File: src/rtl/pdc_pkg.sv
// Package: widths, register indexes and shared types of the PID dead-zone controller
package pdc_pkg;

	// fixed-point format
	localparam int DATA_WIDTH = 16;
	localparam int FRAC_BITS  = 8;
	localparam int ACC_WIDTH  = 24;

	// derived widths
	localparam int ERR_W  = DATA_WIDTH + 1;
	localparam int DER_W  = DATA_WIDTH + 2;
	localparam int LIM_W  = ACC_WIDTH - 1;
	localparam int INT_W  = ((ACC_WIDTH > ERR_W) ? ACC_WIDTH : ERR_W) + 1;
	localparam int PP_W   = DATA_WIDTH + ERR_W;
	localparam int PI_W   = DATA_WIDTH + ACC_WIDTH;
	localparam int PD_W   = DATA_WIDTH + DER_W;
	localparam int PMAX_W = (PI_W > PD_W) ? PI_W : PD_W;
	localparam int SUM_W  = PMAX_W + 2;

	// configuration port
	localparam int CFG_IDX_W  = 3;
	localparam int CFG_DATA_W = (DATA_WIDTH > LIM_W) ? DATA_WIDTH : LIM_W;

	typedef enum logic [CFG_IDX_W-1:0] {
		REG_TARGET  = 3'd0,
		REG_KP      = 3'd1,
		REG_KI      = 3'd2,
		REG_KD      = 3'd3,
		REG_UPPER   = 3'd4,
		REG_LOWER   = 3'd5,
		REG_WINDUP  = 3'd6,
		REG_DEADBND = 3'd7
	} cfg_reg_t;

	// register file contents
	typedef struct packed {
		logic signed [DATA_WIDTH-1:0] target;
		logic signed [DATA_WIDTH-1:0] kp;
		logic signed [DATA_WIDTH-1:0] ki;
		logic signed [DATA_WIDTH-1:0] kd;
		logic signed [DATA_WIDTH-1:0] upper;
		logic signed [DATA_WIDTH-1:0] lower;
		logic        [LIM_W-1:0]      windup;
		logic        [DATA_WIDTH-1:0] deadband;
	} cfg_t;

	// one result from the control core
	typedef struct packed {
		logic signed [DATA_WIDTH-1:0] drive;
		logic                         hold;
	} res_t;

endpackage

File: src/rtl/pdc_cfg_regs.sv
// Configuration register file of the PID dead-zone controller
module pdc_cfg_regs (
	input  logic                               clk,
	input  logic                               arst_n,
	input  logic                               cfg_we,
	input  logic [pdc_pkg::CFG_IDX_W-1:0]      cfg_index,
	input  logic [pdc_pkg::CFG_DATA_W-1:0]     cfg_data,
	output pdc_pkg::cfg_t                      cfg
);

	pdc_pkg::cfg_t cfg_q;

	// register writes, decoded by index
	always_ff @(posedge clk or negedge arst_n) begin
		if (!arst_n) begin
			cfg_q.target   <= '0;
			cfg_q.kp       <= '0;
			cfg_q.ki       <= '0;
			cfg_q.kd       <= '0;
			cfg_q.upper    <= {1'b0, {(pdc_pkg::DATA_WIDTH-1){1'b1}}};
			cfg_q.lower    <= {1'b1, {(pdc_pkg::DATA_WIDTH-1){1'b0}}};
			cfg_q.windup   <= '1;
			cfg_q.deadband <= '0;
		end else if (cfg_we) begin
			unique case (pdc_pkg::cfg_reg_t'(cfg_index))
				pdc_pkg::REG_TARGET:  cfg_q.target   <= cfg_data[pdc_pkg::DATA_WIDTH-1:0];
				pdc_pkg::REG_KP:      cfg_q.kp       <= cfg_data[pdc_pkg::DATA_WIDTH-1:0];
				pdc_pkg::REG_KI:      cfg_q.ki       <= cfg_data[pdc_pkg::DATA_WIDTH-1:0];
				pdc_pkg::REG_KD:      cfg_q.kd       <= cfg_data[pdc_pkg::DATA_WIDTH-1:0];
				pdc_pkg::REG_UPPER:   cfg_q.upper    <= cfg_data[pdc_pkg::DATA_WIDTH-1:0];
				pdc_pkg::REG_LOWER:   cfg_q.lower    <= cfg_data[pdc_pkg::DATA_WIDTH-1:0];
				pdc_pkg::REG_WINDUP:  cfg_q.windup   <= cfg_data[pdc_pkg::LIM_W-1:0];
				pdc_pkg::REG_DEADBND: cfg_q.deadband <= cfg_data[pdc_pkg::DATA_WIDTH-1:0];
				default: ;
			endcase
		end
	end

	assign cfg = cfg_q;

endmodule

File: src/rtl/pdc_core.sv
// Control core: error, dead zone, clamped integral, derivative, gain sum and output clamp
module pdc_core (
	input  logic                                clk,
	input  logic                                arst_n,
	input  logic                                step,
	input  logic                                kind,
	input  logic signed [pdc_pkg::DATA_WIDTH-1:0] meas,
	input  pdc_pkg::cfg_t                       cfg,
	output pdc_pkg::res_t                       res
);

	localparam int DW = pdc_pkg::DATA_WIDTH;

	// controller state
	logic signed [pdc_pkg::ACC_WIDTH-1:0] integ_q;
	logic signed [pdc_pkg::ERR_W-1:0]     prev_err_q;
	logic signed [DW-1:0]                 held_q;

	logic signed [pdc_pkg::ERR_W-1:0]     err;
	logic signed [pdc_pkg::ERR_W-1:0]     db_pos;
	logic signed [pdc_pkg::ERR_W-1:0]     db_neg;
	logic                                 hold;
	logic signed [pdc_pkg::INT_W-1:0]     integ_sum;
	logic signed [pdc_pkg::INT_W-1:0]     lim_pos;
	logic signed [pdc_pkg::INT_W-1:0]     lim_neg;
	logic signed [pdc_pkg::INT_W-1:0]     integ_clip;
	logic signed [pdc_pkg::ACC_WIDTH-1:0] integ_new;
	logic signed [pdc_pkg::DER_W-1:0]     deriv;
	logic signed [pdc_pkg::PP_W-1:0]      p_prop;
	logic signed [pdc_pkg::PI_W-1:0]      p_integ;
	logic signed [pdc_pkg::PD_W-1:0]      p_deriv;
	logic signed [pdc_pkg::SUM_W-1:0]     sum;
	logic signed [pdc_pkg::SUM_W-1:0]     scaled;
	logic signed [pdc_pkg::SUM_W-1:0]     hi_x;
	logic signed [pdc_pkg::SUM_W-1:0]     lo_x;
	logic signed [pdc_pkg::SUM_W-1:0]     clip_hi;
	logic signed [pdc_pkg::SUM_W-1:0]     clip_lo;
	logic signed [DW-1:0]                 drive_new;

	// error and dead-zone test (strictly inside)
	assign err    = $signed({meas[DW-1], meas}) - $signed({cfg.target[DW-1], cfg.target});
	assign db_pos = $signed({1'b0, cfg.deadband});
	assign db_neg = -db_pos;
	assign hold   = (err > db_neg) && (err < db_pos);

	// integral with symmetric saturation, upper bound first
	assign integ_sum = $signed({{(pdc_pkg::INT_W-pdc_pkg::ACC_WIDTH){integ_q[pdc_pkg::ACC_WIDTH-1]}},
	                            integ_q})
	                 + $signed({{(pdc_pkg::INT_W-pdc_pkg::ERR_W){err[pdc_pkg::ERR_W-1]}}, err});
	assign lim_pos   = $signed({{(pdc_pkg::INT_W-pdc_pkg::LIM_W){1'b0}}, cfg.windup});
	assign lim_neg   = -lim_pos;

	always_comb begin
		integ_clip = integ_sum;
		if (integ_clip > lim_pos) integ_clip = lim_pos;
		if (integ_clip < lim_neg) integ_clip = lim_neg;
	end

	assign integ_new = integ_clip[pdc_pkg::ACC_WIDTH-1:0];

	// derivative from the last updating error
	assign deriv = $signed({err[pdc_pkg::ERR_W-1], err})
	             - $signed({prev_err_q[pdc_pkg::ERR_W-1], prev_err_q});

	// three gain products at natural width, operands sign-extended to the product width
	assign p_prop  = $signed({{(pdc_pkg::PP_W-DW){cfg.kp[DW-1]}}, cfg.kp})
	               * $signed({{(pdc_pkg::PP_W-pdc_pkg::ERR_W){err[pdc_pkg::ERR_W-1]}}, err});
	assign p_integ = $signed({{(pdc_pkg::PI_W-DW){cfg.ki[DW-1]}}, cfg.ki})
	               * $signed({{(pdc_pkg::PI_W-pdc_pkg::ACC_WIDTH){integ_new[pdc_pkg::ACC_WIDTH-1]}},
	                          integ_new});
	assign p_deriv = $signed({{(pdc_pkg::PD_W-DW){cfg.kd[DW-1]}}, cfg.kd})
	               * $signed({{(pdc_pkg::PD_W-pdc_pkg::DER_W){deriv[pdc_pkg::DER_W-1]}}, deriv});

	assign sum = $signed({{(pdc_pkg::SUM_W-pdc_pkg::PP_W){p_prop[pdc_pkg::PP_W-1]}}, p_prop})
	           + $signed({{(pdc_pkg::SUM_W-pdc_pkg::PI_W){p_integ[pdc_pkg::PI_W-1]}}, p_integ})
	           + $signed({{(pdc_pkg::SUM_W-pdc_pkg::PD_W){p_deriv[pdc_pkg::PD_W-1]}}, p_deriv});

	// floor shift back to Q8.8
	assign scaled = sum >>> pdc_pkg::FRAC_BITS;

	// output clamp: upper first, then lower
	assign hi_x = $signed({{(pdc_pkg::SUM_W-DW){cfg.upper[DW-1]}}, cfg.upper});
	assign lo_x = $signed({{(pdc_pkg::SUM_W-DW){cfg.lower[DW-1]}}, cfg.lower});

	always_comb begin
		clip_hi = (scaled > hi_x) ? hi_x : scaled;
		clip_lo = (clip_hi < lo_x) ? lo_x : clip_hi;
	end

	assign drive_new = clip_lo[DW-1:0];

	// result selection
	always_comb begin
		if (kind) begin
			res.drive = '0;
			res.hold  = 1'b0;
		end else if (hold) begin
			res.drive = held_q;
			res.hold  = 1'b1;
		end else begin
			res.drive = drive_new;
			res.hold  = 1'b0;
		end
	end

	// state update on each processed beat; a dead-zone beat leaves the state unchanged
	always_ff @(posedge clk or negedge arst_n) begin
		if (!arst_n) begin
			integ_q    <= '0;
			prev_err_q <= '0;
			held_q     <= '0;
		end else if (step) begin
			if (kind) begin
				integ_q    <= '0;
				prev_err_q <= '0;
				held_q     <= '0;
			end else if (!hold) begin
				integ_q    <= integ_new;
				prev_err_q <= err;
				held_q     <= drive_new;
			end
		end
	end

endmodule

File: src/rtl/pid_deadzone_controller.sv
// Top level of the PID dead-zone controller: input stage, core, output stage
//
// Channel | Signals                                       | Direction
// --------+-----------------------------------------------+----------
// input   | in_valid, in_ready, kind, measured_value       | in
// output  | out_valid, out_ready, drive_value, in_deadband | out
// config  | cfg_we, cfg_index, cfg_data                    | in
//
// One beat per cycle sustained while out_ready stays high; each accepted beat
// passes through the input register, then through the core into the output register.
// The rate is set by the state recurrence in the core.
// Reset clears the handshake state, the controller state and the configuration
// registers to their defaults. A stalled output holds the input stage, which then
// drops in_ready; no beat is lost or repeated.
module pid_deadzone_controller (
	input  logic                                  clk,
	input  logic                                  arst_n,
	input  logic                                  cfg_we,
	input  logic [pdc_pkg::CFG_IDX_W-1:0]         cfg_index,
	input  logic [pdc_pkg::CFG_DATA_W-1:0]        cfg_data,
	input  logic                                  in_valid,
	output logic                                  in_ready,
	input  logic                                  kind,
	input  logic signed [pdc_pkg::DATA_WIDTH-1:0] measured_value,
	output logic                                  out_valid,
	input  logic                                  out_ready,
	output logic signed [pdc_pkg::DATA_WIDTH-1:0] drive_value,
	output logic                                  in_deadband
);

	pdc_pkg::cfg_t cfg;
	pdc_pkg::res_t res;

	logic                                  valid_s1;
	logic                                  kind_s1;
	logic signed [pdc_pkg::DATA_WIDTH-1:0] meas_s1;
	logic                                  valid_s2;
	logic signed [pdc_pkg::DATA_WIDTH-1:0] drive_s2;
	logic                                  hold_s2;
	logic                                  advance;
	logic                                  step;

	// flow control
	assign advance  = !valid_s2 || out_ready;
	assign in_ready = !valid_s1 || advance;
	assign step     = valid_s1 && advance;

	pdc_cfg_regs u_cfg (
		.clk       (clk),
		.arst_n    (arst_n),
		.cfg_we    (cfg_we),
		.cfg_index (cfg_index),
		.cfg_data  (cfg_data),
		.cfg       (cfg)
	);

	pdc_core u_core (
		.clk    (clk),
		.arst_n (arst_n),
		.step   (step),
		.kind   (kind_s1),
		.meas   (meas_s1),
		.cfg    (cfg),
		.res    (res)
	);

	// input stage
	always_ff @(posedge clk or negedge arst_n) begin
		if (!arst_n) begin
			valid_s1 <= 1'b0;
		end else if (in_ready) begin
			valid_s1 <= in_valid;
		end
	end

	always_ff @(posedge clk) begin
		if (in_valid && in_ready) begin
			kind_s1 <= kind;
			meas_s1 <= measured_value;
		end
	end

	// output stage
	always_ff @(posedge clk or negedge arst_n) begin
		if (!arst_n) begin
			valid_s2 <= 1'b0;
		end else if (advance) begin
			valid_s2 <= valid_s1;
		end
	end

	always_ff @(posedge clk) begin
		if (step) begin
			drive_s2 <= res.drive;
			hold_s2  <= res.hold;
		end
	end

	assign out_valid   = valid_s2;
	assign drive_value = drive_s2;
	assign in_deadband = hold_s2;

endmodule

File: config.mk
export PLATFORM = sky130hd
export DESIGN_NAME = pid_deadzone_controller
export DESIGN_NICKNAME = d
export VERILOG_FILES = /design/src/rtl/pdc_pkg.sv /design/src/rtl/pdc_cfg_regs.sv /design/src/rtl/pdc_core.sv /design/src/rtl/pid_deadzone_controller.sv
export SDC_FILE = /design/constraint.sdc
export NUM_CORES = 2
export LEC_CHECK = 0
export BUFFER_PORTS_ARGS = -buffer_cell sky130_fd_sc_hd__buf_2
export CORE_MARGIN = 4
export CORE_UTILIZATION = 52
export DETAILED_ROUTE_END_ITERATION = 8
export GPL_TIMING_DRIVEN = 1
export PLACE_DENSITY_LB_ADDON = 0.08
export SLEW_MARGIN = 40
export SYNTH_ARGS = -nofsm -noshare
export SYNTH_HDL_FRONTEND = slang
export SYNTH_SLANG_ARGS = --single-unit
export TNS_END_PERCENT = 50
File: constraint.sdc
create_clock -name clk -period 24.7 [get_ports clk]
set_input_delay 2.47 -clock clk [delete_from_list [all_inputs] [get_ports clk]]
set_output_delay 2.47 -clock clk [all_outputs]
set_load 0.02 [all_outputs]
==> impl_metrics.toml <==
[clock_network]
cts_made_buffers = 28
cts_tree = "built"
clkLatencyLatePin_ns = 0.62
numClockSinks = 228
clkSlewWorstSetupHoldPaths_ns = 0.06
htreeDepth = 1
clockRootBuffer = "clkbuf_16"
clk_path_buf_depth = 3

[final_layout]
syn_to_final_growth_pct = 5.75
fillCellCount = 8929
drive_gt1_frac = 0.0824
mostFrequentLayoutCell = "inv_1"
nets = 6991
most-common-layout-cells = "inv_1, fa_1, nand2_1"

[logic_synthesis]
synth_edf_count = 34
muxShareOfSynthArea = 0.0449
synth_ff_type = "dfrtp_1"
synthAdderAreaFrac = 0.531
synth_xor_area_frac = 0.0191
syn_nets = 7019
ys.warnings.count = 0
synth_area_um2 = 52100
synth_simple_gate_area_share = 0.125
synth_compound_area_frac = 0.0550
syn_inst = 5431
async_reset_ff_frac = 0.851
ys_seq_elements = 228
synth.avg_cell_area_um2 = 9.60
synth_top_family_by_area = "adder cells"
ys_types = 75
ys_seq_area_frac = 0.114

[floorplan]
std_cell_rows = 115
die_h_um = 325
die_w_um = 325
io_pins = 67
die_area_um2 = 105000
design.core.area_um2 = 99000
start_util = 0.527

[route]
drc = 0
drtIter0Drc = 2087
dr.pass1.iters = 8
antenna_left = 0
wire_per_inst_um = 21.0
via_per_inst = 5.41
postRouteWirelength_um = 141000
vias = 36300

[setup_path]
crit_fanout = 35
crit_path_frequent_cell = "a21o_1"
cp.arrival_ns = 23.31
critPathLaunchType = "flop"
slowest_delay_ns = 0.66
r2r_slack_ns = 1.73
end_kind = "flop"
slowest_stage = "mux2i_4"
cp.required_ns = 25.04
path_class = "reg2reg"

[timing]
setup_viol = 0
rsz0062_at_grt = "false"
final.setup.tns_ns = 0
fin_crit_ns = 22.97
tightest_slew_ns = 0.887
fmax_ghz = 0.0435
relSlewSlack = 0.409
post-route-period-util = 0.930
drv_slew = 0
finClkSkew_ns = 0.0179
hold_violations = 0
timing.hold.ws_ns = 0.482

[outcome]
outcome = "finished, final reports clean"

[global_routing]
grt_pass1_vias = 39280
grt_max_degree = 76
overflow = 0
grt_pass1_wl_um = 227000
grt_usage = 0.277
antenna_found_initial = 8

[place]
dp_hpwl_um = 120000
io_buffers = 66
place_congestion = 0.895

[run]
drv_cap = 0

[min_path]
min-delay-path-class = "reg2reg"
cells in the mapped netlist (13+ instances only):
cell / count / area share
xnor2_1: 87 / 0.015
nand4_1: 42 / 0.0050
ha_1: 416 / 0.10
dfrtp_1: 155 / 0.074
dfstp_2: 39 / 0.020
a22o_1: 37 / 0.0062
clkbuf_1: 176 / 0.013
nor3_1: 32 / 0.0031
a21o_1: 56 / 0.0081
nor2b_1: 49 / 0.0059
o21a_1: 17 / 0.0024
nand2b_1: 45 / 0.0054
mux2i_1: 31 / 0.0060
mux2i_4: 20 / 0.0086
inv_1: 1323 / 0.095
mux2_2: 138 / 0.030
nand3_1: 27 / 0.0026
nand2_1: 740 / 0.053
nor2_1: 110 / 0.0079
xor2_1: 27 / 0.0045
edfxtp_1: 34 / 0.020
buf_2: 13 / 0.0012
fa_1: 1124 / 0.43
and2_1: 279 / 0.033
a21oi_1: 102 / 0.0098
o21ai_0: 134 / 0.013
area by class of cell:
class | instances | area [µm²] | area share
clock buffer | 38 | 778 | 0.0141
multi-input combinational | 3675 | 40600 | 0.737
tap | 1287 | 1610 | 0.0292
inverter | 1324 | 4970 | 0.0901
antenna | 1 | 2.50 | 0.0000454
timing repair buffer | 146 | 998 | 0.0181
sequential | 228 | 5940 | 0.108
clock inverter | 14 | 205 | 0.00372
worst paths after layout:
path	start	endpoint	depth (start not counted)
worst max register to register	u_cfg.cfg[119]	drive_value[2]	91
worst min-delay path	u_core.held_q[1]	u_core.held_q[1]	2
max in group asynchronous	arst_n	u_cfg.cfg[51]	3
min in group asynchronous	arst_n	u_core.integ_q[1]	1
worst max-delay path	u_cfg.cfg[119]	drive_value[2]	91
worst min register to register	u_core.held_q[1]	u_core.held_q[1]	2
repair_timing:
| item | in CTS | in global routing |
|---|---|---|
| hold buffers | 0 | 0 |
| endpoints found under the setup margin | 0 | 32 |
| gates resized for setup | 0 | 1 |
| setup buffers | 0 | 17 |
sequential cells by signal (all words and copies together), names as in the netlist:
name	flops
u_cfg.cfg	135
u_core.integ_q	24
drive_value	16
valid_s1	1
out_valid	1
u_core.prev_err_q	17
kind_s1	1
in_deadband	1
meas_s1	16
u_core.held_q	16
critical path: cells and delay by family (launching register included):
kind / cells / cell delay (ns)
AOI/OAI and AO/OA: 43 / 8.87
DFF: 1 / 0.38
and+or+nand+nor: 14 / 2.36
adders and majority gates: 17 / 7.10
buffers and inverters: 10 / 1.48
xor gates and xnor gates: 3 / 0.85
muxes: 4 / 1.60
routing by layer:
metal | GRT usage | part of all wire | routed length [µm]
met1 | 0.404 | 0.45 | 63100
met5 | 0 | 0.000092 | 13
met2 | 0.441 | 0.46 | 64200
met4 | 0.0463 | 0.017 | 2420
met3 | 0.0543 | 0.080 | 11300
cells by family (layout without fill, tap and decap cells):
logic type	after synthesis	after routing
other	0	1
adders and majority gates	1540	1540
DFF	228	228
buffers and inverters	1528	1522
AOI/OAI and AO/OA	446	446
xor gates and xnor gates	114	114
muxes	191	191
and+or+nand+nor	1384	1384
metrics by stage:
step                      cell area (µm²)   util  worst slack [ns]  instances
after floorplan                     52100      -              3.03       5431
after global placement              53900  0.545              1.43       6641
after detailed placement            54000  0.545             0.944       6641
after CTS                           55000  0.555             0.854       6693
after global routing                55100  0.557            0.0445       6712
final                               55100  0.557              1.73       6713
Power is left out: the tool's default activity adds up to more than one toggle a clock period on the data nets, which glitch-free logic cannot reach.
